===== src/sv/cna_pkg.sv =====
// Shared types and codes for the complex number ALU.
package cna_pkg;

  typedef enum logic [2:0] {
    ACT_ADD  = 3'd0,
    ACT_SUB  = 3'd1,
    ACT_MUL  = 3'd2,
    ACT_DIV  = 3'd3,
    ACT_CONJ = 3'd4
  } act_t;

  // Per-request control flags that travel down the pipe beside the data.
  typedef struct packed {
    logic [2:0] act;     // raw action code, unused codes kept as they came
    logic       sat;     // clamp flag of add, subtract or conjugate
    logic       neg_re;  // sign of the real magnitude
    logic       neg_im;  // sign of the imaginary magnitude
    logic       big_re;  // real magnitude known to exceed every part range
    logic       big_im;  // imaginary magnitude known to exceed every part range
    logic       dz;      // zero denominator
  } ctl_t;

endpackage


===== src/sv/cna_div_step.sv =====
// One restoring-division stage: one quotient bit for the real and imaginary parts.
module cna_div_step
  import cna_pkg::*;
#(
  parameter int W = 16
) (
  input  logic           clk,
  input  logic           rst,
  input  logic           up_valid,
  output logic           up_ready,
  input  ctl_t           up_ctl,
  input  logic [2*W-1:0] up_d,
  input  logic [2*W-1:0] up_rem_re,
  input  logic [2*W-1:0] up_rem_im,
  input  logic [W-1:0]   up_xl_re,
  input  logic [W-1:0]   up_xl_im,
  input  logic [W-1:0]   up_q_re,
  input  logic [W-1:0]   up_q_im,
  output logic           dn_valid,
  input  logic           dn_ready,
  output ctl_t           dn_ctl,
  output logic [2*W-1:0] dn_d,
  output logic [2*W-1:0] dn_rem_re,
  output logic [2*W-1:0] dn_rem_im,
  output logic [W-1:0]   dn_xl_re,
  output logic [W-1:0]   dn_xl_im,
  output logic [W-1:0]   dn_q_re,
  output logic [W-1:0]   dn_q_im
);

  localparam int W2 = 2 * W;

  logic [W2-1:0] t_re, t_im;
  logic          ge_re, ge_im;
  logic          is_div;

  // remainder stays below D <= 2^(2W-1), so the shifted value fits 2W bits
  assign t_re   = {up_rem_re[W2-2:0], up_xl_re[W-1]};
  assign t_im   = {up_rem_im[W2-2:0], up_xl_im[W-1]};
  assign ge_re  = (t_re >= up_d);
  assign ge_im  = (t_im >= up_d);
  assign is_div = (up_ctl.act == ACT_DIV);

  assign up_ready = !dn_valid || dn_ready;

  always_ff @(posedge clk) begin
    if (rst) begin
      dn_valid <= 1'b0;
    end else if (up_ready) begin
      dn_valid <= up_valid;
    end
  end

  always_ff @(posedge clk) begin
    if (up_valid && up_ready) begin
      dn_ctl   <= up_ctl;
      dn_d     <= up_d;
      dn_xl_re <= up_xl_re << 1;
      dn_xl_im <= up_xl_im << 1;
      if (is_div) begin
        dn_rem_re <= ge_re ? (t_re - up_d) : t_re;
        dn_rem_im <= ge_im ? (t_im - up_d) : t_im;
        dn_q_re   <= {up_q_re[W-2:0], ge_re};
        dn_q_im   <= {up_q_im[W-2:0], ge_im};
      end else begin
        dn_rem_re <= up_rem_re;
        dn_rem_im <= up_rem_im;
        dn_q_re   <= up_q_re;
        dn_q_im   <= up_q_im;
      end
    end
  end

endmodule


===== config.mk =====
export PLATFORM = sky130hd
export DESIGN_NAME = cna_div_step
export DESIGN_NICKNAME = d
export VERILOG_FILES = /design/src/sv/cna_pkg.sv /design/src/sv/cna_div_step.sv
export SDC_FILE = /design/constraint.sdc
export NUM_CORES = 1
export LEC_CHECK = 0
export ABC_AREA = 1
export BUFFER_PORTS_ARGS = -buffer_cell sky130_fd_sc_hd__buf_2
export CORE_UTILIZATION = 49
export DETAILED_ROUTE_END_ITERATION = 10
export PLACE_DENSITY = 0.79
export SLEW_MARGIN = 20
export SYNTH_ARGS = -nofsm -noshare
export SYNTH_HDL_FRONTEND = slang
export SYNTH_SLANG_ARGS = --single-unit

===== constraint.sdc =====
create_clock -name clk -period 8.5 [get_ports clk]
set_input_delay 0.425 -clock clk [delete_from_list [all_inputs] [get_ports clk]]
set_output_delay 0.425 -clock clk [all_outputs]
set_load 0.02 [all_outputs]

# ---- After elaboration in Yosys (flattened, before gate mapping)
# Index checks and enable logic that the tools add are counted.
dict set report totals {
  register_bits 168
  inputBits 173
  elab_cells 29
}
dict set report classes {
  n_addsub 2
  n_lt_le_gt_ge 2
  n_eq_ne 1
  n_mux 6
  n_reduce_logical 3
}
# op count
set ops {}
lappend ops {{two-way mux 32 bit} 4}
lappend ops {{greater-or-equal comparator 32 bit} 2}
lappend ops {{subtractor 32 bit} 2}
lappend ops {{two-way mux 16 bit} 2}
lappend ops {{== test 3 x 2 -> 1 bit, second input constant} 1}
lappend ops {{logical AND 1 bit} 1}
lappend ops {{zero test 1 bit} 1}
lappend ops {{logical OR 1 bit} 1}

# ---- Depth between registers and ports, before layout
# Gate-level depths: netlist of the first run.
dict set report logic_depth {
  word_depth 3
  mapped_depth 17
  ltp_nobuf 16
}

# ---- Worst setup path after synthesis of the first run
# No wires, ideal clock.
dict set report synth_path {
  path_type {input port to flip-flop}
  start {input port up_valid}
  end {register dn_ctl[0] in the netlist's numbering (enable)}
  setup_time_ns 0.750
  t_arrival_ns 8.492
  t_required_ns 7.750
  path_slack_ns -0.742
  path_stages 2
  path_buffers 0
  cell_sequence {inv_1 a21oi_1}
}
dict set report synth_via {
  elab_chain_cells 1
}
# item line_no
set synth_lines {}
lappend synth_lines {{start: declaration} cna_div_step.sv:9} ;# input logic up_valid,
lappend synth_lines {{logical AND 1 bit} cna_div_step.sv:55} ;# if (up_valid && up_ready) begin
lappend synth_lines {{end signal: assignment} cna_div_step.sv:56} ;# dn_ctl <= up_ctl;
lappend synth_lines {{end: declaration} cna_div_step.sv:21} ;# output ctl_t dn_ctl,
# No other way between the ends.
# A chain may end at the register's enable or synchronous reset.

# ---- Final worst setup path of the first run
dict set report layout_path {
  start {input port up_ctl[7] in the netlist's numbering}
  end {register dn_rem_re[1], data pin}
}
dict set report layout_via {
  elab_chain_cells 2
}
# item line_no
set layout_lines {}
lappend layout_lines {{start: declaration} cna_div_step.sv:11} ;# input ctl_t up_ctl,
lappend layout_lines {{== test 3 x 2 -> 1 bit} cna_div_step.sv:42} ;# assign is_div = (up_ctl.act == ACT_DIV);
lappend layout_lines {{two-way mux 32 bit} cna_div_step.sv:60} ;# if (is_div) begin
lappend layout_lines {{end signal: assignment} cna_div_step.sv:61} ;# dn_rem_re <= ge_re ? (t_re - up_d) : t_re;
lappend layout_lines {{end signal: assignment} cna_div_step.sv:66} ;# dn_rem_re <= up_rem_re;
lappend layout_lines {{end: declaration} cna_div_step.sv:23} ;# output logic [2*W-1:0] dn_rem_re,
# No other way between the ends.

==> results.sh, run 1 <==
export IMPL_hold_path_class="in -> reg"
export IMPL_peakVddDrop_mv=0.123
export IMPL_min_path_cells=2
export IMPL_die_x_um=160
export IMPL_worstPathMaxFanout=60
export IMPL_path_clk_slew_ns=0.07
export IMPL_cts_hold_buffers=0
export IMPL_synth_area_mux_share=0
export IMPL_antenna_found_initial=5
export IMPL_drt_wirelength_per_cell_um=16.1
export IMPL_fmax_ghz=0.357
export IMPL_ant_nets=0
export IMPL_synth_xor_area_frac=0.0216
export IMPL_ys_async_sr_fraction=0
export IMPL_rr_worst_depth=2
export IMPL_dp_hpwl_mm=30.2
export IMPL_htree_num_levels=4
export IMPL_finalSetupViolCount=0
export IMPL_std_cell_rows=57
export IMPL_status="complete, no violations"
export IMPL_rsz0062_at_grt="no"
export IMPL_yosys_warnings=0
export IMPL_drt_vias_per_instance=5.10
export IMPL_cap_viol_max_count=0
export IMPL_crit_path_top_delay_cell="buf_4"
export IMPL_drive_gt1_frac=0.236
export IMPL_tightest_slew_ns=0.999
export IMPL_slew_headroom=0.334
export IMPL_slew_violations=0
export IMPL_synthAdderAreaFrac=0.0691
export IMPL_synth_area_leaders="edfxtp_1 (41%), nand2_1 (20%), inv_1 (8.7%)"
export IMPL_slowest_delay_ns=0.59
export IMPL_path_depth=9
export IMPL_core_area_mm2=0.0243
export IMPL_syn_area_mm2=0.0122
export IMPL_synthFlopType="edfxtp_1"
export IMPL_cts_root_buf="clkbuf_16"
export IMPL_hold_viol=0
export IMPL_min_to="dn_valid"
export IMPL_yosys_top_cells_count="nand2_1 (652), inv_1 (282), edfxtp_1 (167)"
export IMPL_worstPathRequired_ns=8.80
export IMPL_synth_area_per_cell_um2=7.43
export IMPL_fin_util=0.606
export IMPL_cp_num_buf_inv=4
export IMPL_initial_core_util=0.500
export IMPL_grt_overflow_total=0
export IMPL_synth_top_family_by_area="simple AND/OR/NAND/NOR gates"
export IMPL_insertion_delay_ns=0.45
export IMPL_drc=0
export IMPL_placedCellCount=2280
export IMPL_ctsResizeCount=0
export IMPL_regToRegSetupSlack_ns=6.37
export IMPL_drt_iter0_markers=956
export IMPL_layout_min_cycle_time_ns=2.80
export IMPL_ys_seq_area_frac=0.414
export IMPL_fin_skew_ns=0.0127
export IMPL_grt_max_degree=80
export IMPL_worstReg2RegStart="dn_valid"
export IMPL_crit_family="buffers and inverters"
export IMPL_vias=11809
export IMPL_startpoint="up_ctl[7]"
export IMPL_numCtsBuffers=17
export IMPL_p_total_mw=2.45
export IMPL_nets=2214
export IMPL_r2r_end="dn_rem_im[13]"
export IMPL_start_kind="input port"
export IMPL_ys_ff_latch=168
export IMPL_grt_first_pass_wirelength_mm=57.8
export IMPL_layout_worst_path_cycle_share=0.329
export IMPL_synth_top_cell_area_share=0.412
export IMPL_final_cells=2316
export IMPL_grt_pass1_vias=11160
export IMPL_synth_simple_gate_area_frac=0.354
export IMPL_gp_congestion=0.969
export IMPL_synth_edf_count=167
export IMPL_grt_usage=0.293
export IMPL_post_cts_buffers=0
export IMPL_cts_tree="built"
export IMPL_synth_cell_types=43
export IMPL_clk_path_buf_depth=2
export IMPL_syn_inst=1638
export IMPL_whs_ns=0.143
export IMPL_worstHoldStart="rst"
export IMPL_fp_dieArea_mm2=0.0255
export IMPL_area_growth_pct=21.1
export IMPL_power_per_cell_area_mw_per_mm2=166
export IMPL_crit_type="in -> reg"
export IMPL_drt_pass1_iter_count=5
export IMPL_setup_tns_ns=0
export IMPL_ios=344
export IMPL_die_height_um=160
export IMPL_cp_end_kind="flop"
export IMPL_wl_mm=37.3
export IMPL_cts_sinks=168
export IMPL_p_leak_nw=7.89
export IMPL_synth_compound_area_frac=0.0353
export IMPL_port_buffers=341
export IMPL_path_cells="buf_2 -> nand2_1 -> nor2_4 -> buf_4 -> inv_2 -> buf_4 -> nor2_4 -> nand2_1 -> nand3_2"
export IMPL_synth_most_common_cell="nand2_1"
export IMPL_worstPathArrival_ns=3.10
export IMPL_synth_area_leader_cell="edfxtp_1"
## worst register-to-register path, cell delays in order (launching register included)
cell	delay [ns]
dfxtp_1	0.35
a21oi_4	0.47
buf_4	0.85
## layout make-up
class                   instances  area [um^2]
well taps                     324          405
clock inverters                13          159
flip-flops and latches        168         5030
repair buffers                345         1740
clock buffers                  19          433
inverters                     290         1100
diodes                          4         10.0
multi-input cells            1153         5850
fillers                      2233         9590
## metrics by stage
| stage | area [um^2] | setup slack (ns) |
|---|---|---|
| finish | 14700 | 5.70 |
| CTS | 14700 | 5.78 |
| floorplan | 12200 | 2.70 |
| global placement | 14100 | 5.41 |
| global route | 14700 | 5.53 |
| detailed placement | 14100 | 5.33 |
## logic make-up after synthesis
kind of cell	count (synthesis)
and+or+nand+nor	981
buffers and inverters	318
DFF	168
AOI/OAI and AO/OA	74
adders and majority gates	66
xor gates and xnor gates	30
other	1
## per-layer routing
metal | share of wire | track usage | up-vias | routed length, um
met5 | 0.00035 | 0 | - | 13
met4 | 0.033 | 0.122 | 2 | 1240
met3 | 0.066 | 0.0427 | 80 | 2460
met2 | 0.48 | 0.489 | 521 | 17800
met1 | 0.42 | 0.381 | 5381 | 15800
li1 | - | - | 5825 | -
## cell usage in the layout, fill, tap and decap left out, drive strengths merged, types with 3 or more instances in the layout
| master | n |
|---|---|
| o21bai | 10 |
| ha | 64 |
| clkbuf | 19 |
| clkinv | 3 |
| inv | 296 |
| nor3 | 12 |
| buf | 345 |
| nand3b | 6 |
| nand2 | 694 |
| edfxtp | 167 |
| nand4 | 23 |
| nand3 | 120 |
| xor2 | 28 |
| o21ai | 15 |
| and2 | 5 |
| a21oi | 46 |
| diode | 4 |
| nor2 | 118 |
## registers in the layout, summed over array words and instances (netlist names)
register	count
dn_d	32
dn_valid	1
dn_xl_im	15
dn_xl_re	15
dn_q_im	16
dn_q_re	16
dn_rem_re	32
dn_ctl	9
dn_rem_im	32
## power by group
group	leakage (nW)	internal [mW]	switching, mW
Combinational	5.98	0.209	0.443
Clock	0.283	0.442	0.361
Sequential	1.63	0.981	0.0125
## worst max-delay path by stage
stage	to
2_1_floorplan	dn_ctl[0]
3_3_place_gp	dn_rem_re[2]
3_5_place_dp	dn_rem_re[1]
4_1_cts	dn_rem_re[1]
6_report	dn_rem_re[1]
5_1_grt	dn_rem_re[20]
Note: power is estimated with default switching activity, not from simulation.
==> run 2: changes to the inputs <==
Settings changed: CORE_UTILIZATION 49 to 54, PLACE_DENSITY 0.79 to 0.82.
Clock period 8.5 ns to 2.64 ns, I/O delays scaled along.
==> results.sh, run 2 (synthesis gave the netlist of run 1 again) <==
export IMPL_layout_common_cells="nand2_1 (652), buf_2 (341), inv_1 (279)"
export IMPL_p_total_mw=8.03
export IMPL_tightest_slew_ns=0.587
export IMPL_path_clk_slew_ns=0.07
export IMPL_start_kind="input port"
export IMPL_internal_power_mw=5.30
export IMPL_violations="DRC"
export IMPL_insertion_delay_ns=0.43
export IMPL_cts_tree="built"
export IMPL_drt_wirelength_per_cell_um=17.3
export IMPL_finalSetupViolCount=0
export IMPL_ant_nets=0
export IMPL_nets=2328
export IMPL_cp_num_buf_inv=4
export IMPL_htree_num_levels=4
export IMPL_p_leak_nw=8.41
export IMPL_pwr_share_comb=0.289
export IMPL_fp_dieArea_mm2=0.0231
export IMPL_layout_commonest_cell="nand2_1"
export IMPL_grt_pass1_vias=12171
export IMPL_hold_viol=0
export IMPL_power_per_cell_area_mw_per_mm2=505
export IMPL_peakVddDrop_mv=0.436
export IMPL_worstPathMaxFanout=21
export IMPL_grt_max_degree=85
export IMPL_grt_first_pass_wirelength_mm=62.9
export IMPL_crit_family="simple AND/OR/NAND/NOR gates"
export IMPL_hold_path_class="in -> reg"
export IMPL_worstPathArrival_ns=2.72
export IMPL_core_area_mm2=0.0220
export IMPL_num_fill_cells=1686
export IMPL_clockPowerShare=0.311
export IMPL_p_seq_frac=0.399
export IMPL_clk_path_buf_depth=2
export IMPL_drive_gt1_frac=0.235
export IMPL_ios=344
export IMPL_swShare=0.340
export IMPL_cpMostUsedCell="nand2_1"
export IMPL_whs_ns=0.00701
export IMPL_crit_path_top_delay_cell="dlygate4sd3_1"
export IMPL_final_cells=2383
export IMPL_layout_top_registers="dn_d x32, dn_rem_im x32, dn_rem_re x32"
export IMPL_crit_type="in -> reg"
export IMPL_wl_mm=41.2
export IMPL_fin_skew_ns=0.00997
export IMPL_fmax_ghz=0.393
export IMPL_cts_root_buf="clkbuf_16"
export IMPL_dp_slack_ns=0.129
export IMPL_cts_sinks=168
export IMPL_placedCellCount=2241
export IMPL_vias=12700
export IMPL_path_cells="dlygate4sd3_1 -> buf_2 -> ha_1 -> fa_2 -> inv_2 -> nand2_1 -> nand2_1 -> nand3_1 -> nand2_2 -> nand2_2 -> nand3_2 -> nand2_8 -> nand2_8 -> nor2_4 -> buf_12 -> nand2_1 -> nand3_2"
export IMPL_drt_pass1_iter_count=9
export IMPL_slew_violations=0
export IMPL_std_cell_rows=54
export IMPL_initial_core_util=0.554
export IMPL_layout_worst_path_cycle_share=0.963
export IMPL_area_growth_pct=30.6
export IMPL_slew_headroom=0.608
export IMPL_slowest_delay_ns=0.53
export IMPL_gp_congestion=1.00
export IMPL_die_x_um=152
export IMPL_grt_usage=0.351
export IMPL_die_height_um=152
export IMPL_fin_ws_ns=0.0978
export IMPL_drc=47
export IMPL_drt_vias_per_instance=5.33
export IMPL_cp_end_kind="flop"
export IMPL_place_area_mm2=0.0142
export IMPL_finalInstanceArea_mm2=0.0159
export IMPL_worstPathRequired_ns=2.82
export IMPL_port_buffers=341
export IMPL_dp_hpwl_mm=30.4
export IMPL_grt_overflow_total=0
export IMPL_regToRegSetupSlack_ns=1.22
export IMPL_drt_iter0_markers=1381
export IMPL_antenna_found_initial=1
export IMPL_status="finished with violations"
export IMPL_cap_viol_max_count=0
export IMPL_layout_min_cycle_time_ns=2.54
export IMPL_numCtsBuffers=17
export IMPL_power_switching_mw=2.73
==> run 2: worst paths after layout <==
kind / startpoint / end / cells past startpoint
setup / recovery: up_d[0] / dn_rem_re[1] / 17
hold / removal: up_q_im[8] / dn_q_im[9] / 3
setup reg to reg: dn_valid / dn_rem_im[12] / 2
hold reg to reg: dn_valid / dn_xl_im[14] / 2
==> run 2: per-layer routing <==
layer | track usage | share of wire
met5 | 0 | 0
met4 | 0.164 | 0.047
met2 | 0.597 | 0.48
met3 | 0.0496 | 0.084
met1 | 0.442 | 0.39
==> run 2: final cells by class <==
type / count / area [um^2] / area share
antenna: 1 / 2.50 / 0.000158
clock buffer: 17 / 425 / 0.0268
clock inverter: 15 / 141 / 0.00890
inverter: 290 / 1100 / 0.0695
multi-input combinational: 1155 / 5900 / 0.371
sequential: 168 / 5040 / 0.317
tap: 280 / 350 / 0.0221
timing repair buffer: 457 / 2920 / 0.184
==> run 2: timing repair <==
| action | CTS | global route |
|---|---|---|
| resized for setup | 0 | 9 |
| hold endpoints to repair | 95 | 0 |
| hold buffers | 98 | 0 |
| buffers inserted | 0 | 9 |
| endpoints found under the setup margin | 0 | 50 |
==> run 2: worst reg2reg max path, delay by kind of cell, from the launching register on <==
kind,cells,cell delay (ns)
buffers and inverters,1,0.41
flip-flops,1,0.37
AO/OA/AOI/OAI,1,0.22
==> run 2: per-stage QoR <==
stage                 TNS, ns  utilization
global route        -0.000904        0.723
detailed placement          0        0.645
CTS                         0        0.716
floorplan             -153.03            -
global placement            0        0.645
finish                      0        0.723
==> run 2: power groups by stage <==
| stage | registers [mW] | clock network, mW | logic [mW] |
|---|---|---|---|
| after floorplan | 3.50 | 0 | 1.16 |
| after global placement | 3.25 | 0 | 2.06 |
| after detailed placement | 3.26 | 0 | 2.09 |
| after CTS | 3.20 | 2.50 | 2.22 |
| after global routing | 3.22 | 2.60 | 2.53 |
| final | 3.21 | 2.50 | 2.32 |
==> run 3: changes to the inputs <==
Settings changed: CORE_UTILIZATION 54 to 58, PLACE_DENSITY 0.82 to 0.88.
Clock period 2.64 ns to 3.19 ns, I/O delays scaled along.
==> results.sh, run 3 (synthesis gave the netlist of run 1 again) <==
export IMPL_cp_end_kind="flop"
export IMPL_hold_path_class="in -> reg"
export IMPL_worstReg2RegStart="dn_valid"
export IMPL_fin_skew_ns=0.0101
export IMPL_cts_tree="built"
export IMPL_finalInstanceArea_mm2=0.0154
export IMPL_worstPathArrival_ns=3.35
export IMPL_ctsResizeCount=0
export IMPL_layout_common_cells="nand2_1 (652), buf_2 (341), inv_1 (281)"
export IMPL_min_to="dn_q_re[5]"
export IMPL_die_height_um=147
export IMPL_area_growth_pct=26.6
export IMPL_layout_top_registers="dn_d x32, dn_rem_im x32, dn_rem_re x32"
export IMPL_grt_usage=0.391
export IMPL_r2r_end="dn_rem_im[11]"
export IMPL_insertion_delay_ns=0.44
export IMPL_slew_violations=0
export IMPL_layout_commonest_cell="nand2_1"
export IMPL_p_leak_nw=8.20
export IMPL_std_cell_rows=52
export IMPL_ios=344
export IMPL_fp_dieArea_mm2=0.0216
export IMPL_htree_num_levels=4
export IMPL_grt_first_pass_wirelength_mm=64.4
export IMPL_crit_type="in -> reg"
export IMPL_dp_hpwl_mm=31.8
export IMPL_worstPathMaxFanout=21
export IMPL_grt_max_degree=83
export IMPL_drive_gt1_frac=0.229
export IMPL_die_x_um=147
export IMPL_hold_viol=0
export IMPL_port_buffers=341
export IMPL_numCtsBuffers=17
export IMPL_whs_ns=0.00560
export IMPL_cap_viol_max_count=0
export IMPL_tightest_slew_ns=0.745
export IMPL_power_per_cell_area_mw_per_mm2=436
export IMPL_cts_root_buf="clkbuf_16"
export IMPL_core_area_mm2=0.0204
export IMPL_place_area_mm2=0.0141
export IMPL_worstHoldStart="up_q_re[5]"
export IMPL_peakVddDrop_mv=0.358
export IMPL_regToRegSetupSlack_ns=1.48
export IMPL_finalSetupViolCount=0
export IMPL_drc=0
export IMPL_vias=12948
export IMPL_min_path_cells=3
export IMPL_layout_min_cycle_time_ns=3.06
export IMPL_rr_worst_depth=2
export IMPL_layout_worst_path_cycle_share=0.959
export IMPL_ant_nets=0
export IMPL_drt_pass1_iter_count=10
export IMPL_initial_core_util=0.596
export IMPL_drt_iter0_markers=1353
export IMPL_cts_sinks=168
export IMPL_p_total_mw=6.71
export IMPL_nets=2286
export IMPL_grt_overflow_total=0
export IMPL_wl_mm=42.9
export IMPL_path_clk_slew_ns=0.07
export IMPL_fmax_ghz=0.327
export IMPL_drt_vias_per_instance=5.55
export IMPL_clk_path_buf_depth=2
export IMPL_grt_pass1_vias=12211
export IMPL_start_kind="input port"
export IMPL_drt_wirelength_per_cell_um=18.4
export IMPL_rsz0062_at_grt="no"
export IMPL_status="complete, no violations"
export IMPL_worstPathRequired_ns=3.48
export IMPL_gp_congestion=0.976
export IMPL_antenna_found_initial=1
export IMPL_slew_headroom=0.504
run 3: cell types whose count changed in the layout (fill, tap and decap cells not counted), sizes merged, moves of 2 or more:
cell         delta
dlygate4sd3    -27
buf            -13
clkinv          -5
clkbuf          +2
clkinvlp        +2
run 3: worst max path at each step:
stage               startpoint           end  cells past startpoint
CTS                   up_d[27]  dn_rem_re[9]                     13
finish                up_d[27]  dn_rem_re[4]                     13
detailed placement    up_d[21]  dn_rem_re[9]                     12
global route          up_d[21]  dn_rem_re[7]                     13
global placement      up_d[21]  dn_rem_re[7]                     12
floorplan             dn_valid     dn_ctl[0]                      1
run 3: layout make-up:
cell class,count,area (um^2)
Clock buffer,19,433
Sequential cell,168,5040
Multi-Input combinational cell,1153,5850
Antenna cell,1,2.50
Tap cell,270,338
Clock inverter,13,158
Timing Repair Buffer,417,2480
Inverter,290,1100
Fill cell,1482,5030
run 3: routing by layer:
layer / vias to the layer above / global-route usage / part of all wire / routed length [um]
li1: 5950 / - / - / -
met1: 5914 / 0.495 / 0.37 / 15800
met2: 892 / 0.669 / 0.49 / 20900
met3: 192 / 0.0500 / 0.095 / 4080
met4: 0 / 0.176 / 0.049 / 2110
met5: - / 0 / 0 / 0
run 3: where the power goes:
part | total [mW] | internal [mW] | switching (mW)
logic | 1.87 | 0.621 | 1.25
registers | 2.66 | 2.61 | 0.0479
clock network | 2.18 | 1.18 | 1.00
total | 6.71 | 4.41 | 2.30
run 3: repair_timing:
action / CTS / global route
setup buffers: 0 / 0
endpoints found under the hold margin: 71 / 0
hold buffers: 71 / 0
run 3: critical path, cell delays in order:
cell           delay, ns
dlygate4sd3_1       0.54
buf_2               0.11
inv_1               0.07
ha_1                0.39
a21oi_1             0.33
o21ai_1             0.17
nand2_1             0.10
nand2_1             0.09
a21oi_4             0.39
nand2_8             0.16
nor2_4              0.49
nand2_1             0.20
nand3_2             0.12
run 3: metrics by stage:
step	utilization	setup slack [ns]	cells	setup TNS [ns]
3_5_place_dp	0.690	0.425	2227	0
2_1_floorplan	-	-0.366	1639	-61.18
3_3_place_gp	0.690	0.466	2227	0
4_1_cts	0.754	0.318	2330	0
6_report	0.754	0.130	2331	0
5_1_grt	0.754	0.0685	2331	0
